File: config.mk
export PLATFORM = sky130hd
export DESIGN_NAME = sacl_ram
export DESIGN_NICKNAME = d
export VERILOG_FILES = /design/src/hdl/set_assoc_cache_lookup_replace_top_defines.svh /design/src/hdl/sacl_ram.sv
export SDC_FILE = /design/constraint.sdc
export NUM_CORES = 1
export LEC_CHECK = 0
export ABC_AREA = 1
export ABC_CLOCK_PERIOD_IN_PS = 1250
export BUFFER_PORTS_ARGS = -buffer_cell sky130_fd_sc_hd__buf_2
export CAP_MARGIN = 20
export CORE_MARGIN = 2
export CORE_UTILIZATION = 60
export DETAILED_ROUTE_END_ITERATION = 8
export PLACE_DENSITY = 0.79
export REMOVE_ABC_BUFFERS = 1
export SLEW_MARGIN = 15
export SYNTH_ARGS = -nofsm -noshare
export SYNTH_HDL_FRONTEND = slang
export SYNTH_SLANG_ARGS = --single-unit
File: constraint.sdc
create_clock -name clk -period 1.25 [get_ports clk]
set_input_delay 0.1875 -clock clk [delete_from_list [all_inputs] [get_ports clk]]
set_output_delay 0.1875 -clock clk [all_outputs]
set_load 0.05 [all_outputs]
File: src/hdl/set_assoc_cache_lookup_replace_top_defines.svh
// ---------------------------------------------------------------------------
// Assertion macros for the set-associative cache lookup block
// Shared property templates, clocked on clk and disabled during rst.
// ---------------------------------------------------------------------------
`ifndef SET_ASSOC_CACHE_LOOKUP_REPLACE_TOP_DEFINES_SVH
`define SET_ASSOC_CACHE_LOOKUP_REPLACE_TOP_DEFINES_SVH

// same-cycle implication
`define SACL_ASSERT_NOW(lbl, ante, cons) \
  lbl: assert property (@(posedge clk) disable iff (rst) (ante) |-> (cons)) \
    else $error("sacl: same-cycle check failed");

// next-cycle implication
`define SACL_ASSERT_NEXT(lbl, ante, cons) \
  lbl: assert property (@(posedge clk) disable iff (rst) (ante) |=> (cons)) \
    else $error("sacl: next-cycle check failed");

`endif

File: src/hdl/sacl_ram.sv
// ---------------------------------------------------------------------------
// sacl_ram
// Generic single-write, single-read RAM with registered read data.
// ---------------------------------------------------------------------------
`timescale 1ns / 1ps
module sacl_ram #(
  parameter int WIDTH = 8,
  parameter int DEPTH = 16
) (
  input  logic                     clk,
  input  logic                     we,
  input  logic [$clog2(DEPTH)-1:0] waddr,
  input  logic [WIDTH-1:0]         wdata,
  input  logic                     re,
  input  logic [$clog2(DEPTH)-1:0] raddr,
  output logic [WIDTH-1:0]         rdata
);
  logic [WIDTH-1:0] mem [DEPTH];

  always_ff @(posedge clk) begin
    if (we) begin
      mem[waddr] <= wdata;
    end
    if (re) begin
      rdata <= mem[raddr];
    end
  end
endmodule

; After elaboration in Yosys (flattened, before gate mapping)
; Memory sizes are Yosys's and may differ from the RTL's. A register that Yosys moved wholly into a read port is not among the register bits.
; Index checks and enable logic that the tools add are counted.
[totals]
ff_bits = 0
in_bits = 19
mem_count = 1
ram_bits = 128
word_cells = 3
output_inout_bits = 8
[memory_table]
columns = memory, words, width, rd, rd_clocked_by_memory_dff, write_ports, line
row1 = mem, 16, 8, 1, 1, 1, sacl_ram.sv:18  ; logic [WIDTH-1:0] mem [DEPTH];
[op_classes]
mux = 2
[op_table]
columns = op, n
row1 = two-way mux 1 bit, 2

; Depth between registers and ports, before layout
[depth]
depth_word = 2
ltp_mapped = 8
depth_no_buf = 7

; Worst setup path after synthesis
; No wires, ideal clock.
[synth_path]
kind = input-to-reg
start = input waddr[2]
end = memory mem[10][0] (enable)
setup_ps = 370
path_buffers = 0
slack_ps = 112
cell_stages = 2
arrival_time_ps = 768
required_ps = 880
cell_sequence = nand3b_1 -> nor2_1
[synth_lines]
columns = element, line
row1 = from (decl), sacl_ram.sv:12  ; input logic [$clog2(DEPTH)-1:0] waddr,
row2 = to (decl), sacl_ram.sv:18
; Straight into the memory's write port.

; Worst setup path in the final report
[layout_path]
start = register rdata[0] (read register of mem)
end = output rdata[0]
[layout_lines]
columns = element, line
row1 = from (decl), sacl_ram.sv:16  ; output logic [WIDTH-1:0] rdata
; No word-level cell between the ends.

==> flow_summary.toml <==
[outcome]
status = "complete, but fails checks"
violations = "negative setup slack"

[worst_setup_path]
start_kind = "flop"
path_max_fanout = 1
path_delay_family = "flip-flops"
cp_data_arrival_time_ps = 1120
critPathSlowestCell = "edfxtp_1"
path_buf_inv = 1
end_kind = "primary output"
path_cells = "buf_6"
critPathMaxStageDelay_ps = 410
crit_type = "reg -> out"
critPathRequiredTime_ps = 1060

[sta]
final_max_slew_viol_count = 0
slew_headroom_pct = 59.0
setup_slack_ps = -60.6
period_minus_slack_ps = 1310
min_period_over_period_pct = 105
hold_viol = 0
fmax_ghz = 0.763
rsz0062_at_grt = "true"
finClkSkew_ps = 7.41
worst_slew_pin_slew_ps = 614
setup_violations = 8

[layout]
fin_nets = 618
drive_gt1_share_pct = 12.9
syn_to_final_growth_pct = 16.9
n_antenna_cell = 0
postLayoutCellArea_mm2 = 0.00683

[clock_tree]
htreeDepth = 4
clk_pin_slew_ps = 60
cts_tree = "built"
clock-sinks = 136
insertion_delay_ps = 530
cts-buffers-inserted = 17
clock_path_buffers = 2
root_buffer = "clkbuf_8"

[global_routing]
antenna_found_initial = 0
grt_pass1_vias = 3957
grt_max_degree = 38
grt_usage_pct = 27.6
grt_pass1_wl_um = 20700
grt_overflow_total = 0

[power_and_ir_drop]
power_frac_clock_pct = 44.3
power_w = 0.0106
p_leak_nw = 2.98
p_seq_share_pct = 48.6
switchingPower_w = 0.00231
ir_worst_vdd_v = 0.000859
pwr-share-comb_pct = 7.1
p_sw_share_pct = 21.7
pwr_density_cell_mw_per_mm2 = 1560
internal-power_w = 0.00834

[yosys]
synth_cell_types = 11
synth_area_leaders = "edfxtp_1 70%, nand2_1 11%, nand3_1 8.3%"
postSynthCellCount = 551
yosys_register_bits = 136
synth_top_area_cell = "edfxtp_1"
seq_area_frac_synth_pct = 69.8
avgSynthCellArea_um2 = 10.6
yosys_warnings = 0
synth_area_mm2 = 0.00585
synth_top_area_share_pct = 69.8

[floorplan]
dieArea_mm2 = 0.0106
std_cell_rows = 36
core_area_mm2 = 0.00959
initial_utilization_pct = 60.9
fp.dieH_um = 103
die_width_um = 103
ios = 27

[drt]
antenna_left = 0
drc = 0
drt_wl_total_um = 13400
vias = 4136
wl_per_cell_um = 18.0
dr.pass1.iters = 6
drt-initial-drc-count = 553
vias_per_cell = 5.56

[placed_design]
port_buffers = 26
gp_congestion = 0.889
detailedPlace.worstSlack_ps = -142
hpwl_um = 8030
place_area_mm2 = 0.00623

[hold_path]
hold_path.class = "in -> reg"

[flow_run]
maxCapViolations = 0
worst paths after layout:
path               from        to  slack, ps  depth (start not counted)
max            rdata[0]  rdata[0]        -60                          1
min                  re  rdata[7]         20                          1
max reg2reg   mem[6][0]  rdata[0]         70                          6
min reg2reg  mem[10][0]  rdata[0]        750                          6
cell usage in the layout, fill, tap and decap left out, drive strengths merged:
cell    count
buf        53
nand3      97
edfxtp    136
nand3b      2
nand2     173
nor2       17
clkbuf     18
clkinv     10
bufinv      3
inv       102
timing repair:
action	CTS	global route
gates resized for setup	16	0
endpoints found under the hold margin	0	0
setup endpoints to repair	8	8
buffers inserted	0	0
hold buffers	0	0
power groups by stage:
stage                     Combinational [W]  Sequential, W  Clock [W]
after detailed placement           0.000707        0.00526          0
after global placement             0.000690        0.00526          0
after CTS                          0.000746        0.00518    0.00472
final                              0.000755        0.00518    0.00472
after global routing               0.000814        0.00518    0.00489
after floorplan                    0.000276        0.00533          0
through the flow:
| step | hold slack (ps) | instances | utilization, % | TNS, ps |
|---|---|---|---|---|
| 2_1_floorplan | 286 | 527 | - | -409 |
| 3_3_place_gp | 562 | 713 | 64.9 | -655 |
| 3_5_place_dp | 562 | 713 | 64.9 | -869 |
| 4_1_cts | 11.9 | 744 | 71.2 | -435 |
| 5_1_grt | 15.4 | 744 | 71.2 | -540 |
| 6_report | 21.9 | 744 | 71.2 | -293 |
state kept, by name, indices dropped and copies added (netlist names):
register / cells
mem: 128
rdata: 8
cell type report:
type                    instances  area [um2]
clock inverters                13         136
multi-input cells             289        1210
flip-flops and latches        136        4080
fillers                       608        2760
repair buffers                 53         433
clock buffers                  18         418
well taps                     133         166
inverters                     102         383
kinds of logic after synthesis:
| family | after synthesis | synth area share (%) |
|---|---|---|
| buffers and inverters | 126 | 9.39 |
| and+or+nand+nor | 289 | 20.8 |
| DFF | 136 | 69.8 |
Yosys cell counts:
cell type,n
nand2_1,173
edfxtp_1,136
inv_1,100
nand3_1,97
nor2_1,17
buf_2,13
buf_6,6
buf_4,4
inv_2,2
nand3b_1,2
buf_1,1
layer usage:
metal | up-vias | part of all wire [%] | wire (um) | track usage [%]
li1 | 1878 | - | - | -
met1 | 1920 | 36 | 4860 | 35.7
met2 | 286 | 50 | 6640 | 45.0
met3 | 52 | 11 | 1410 | 6.10
met4 | 0 | 3.7 | 496 | 12.9
met5 | - | 0 | 0 | 0
No activity file was read; power rests on OpenSTA's default activity.
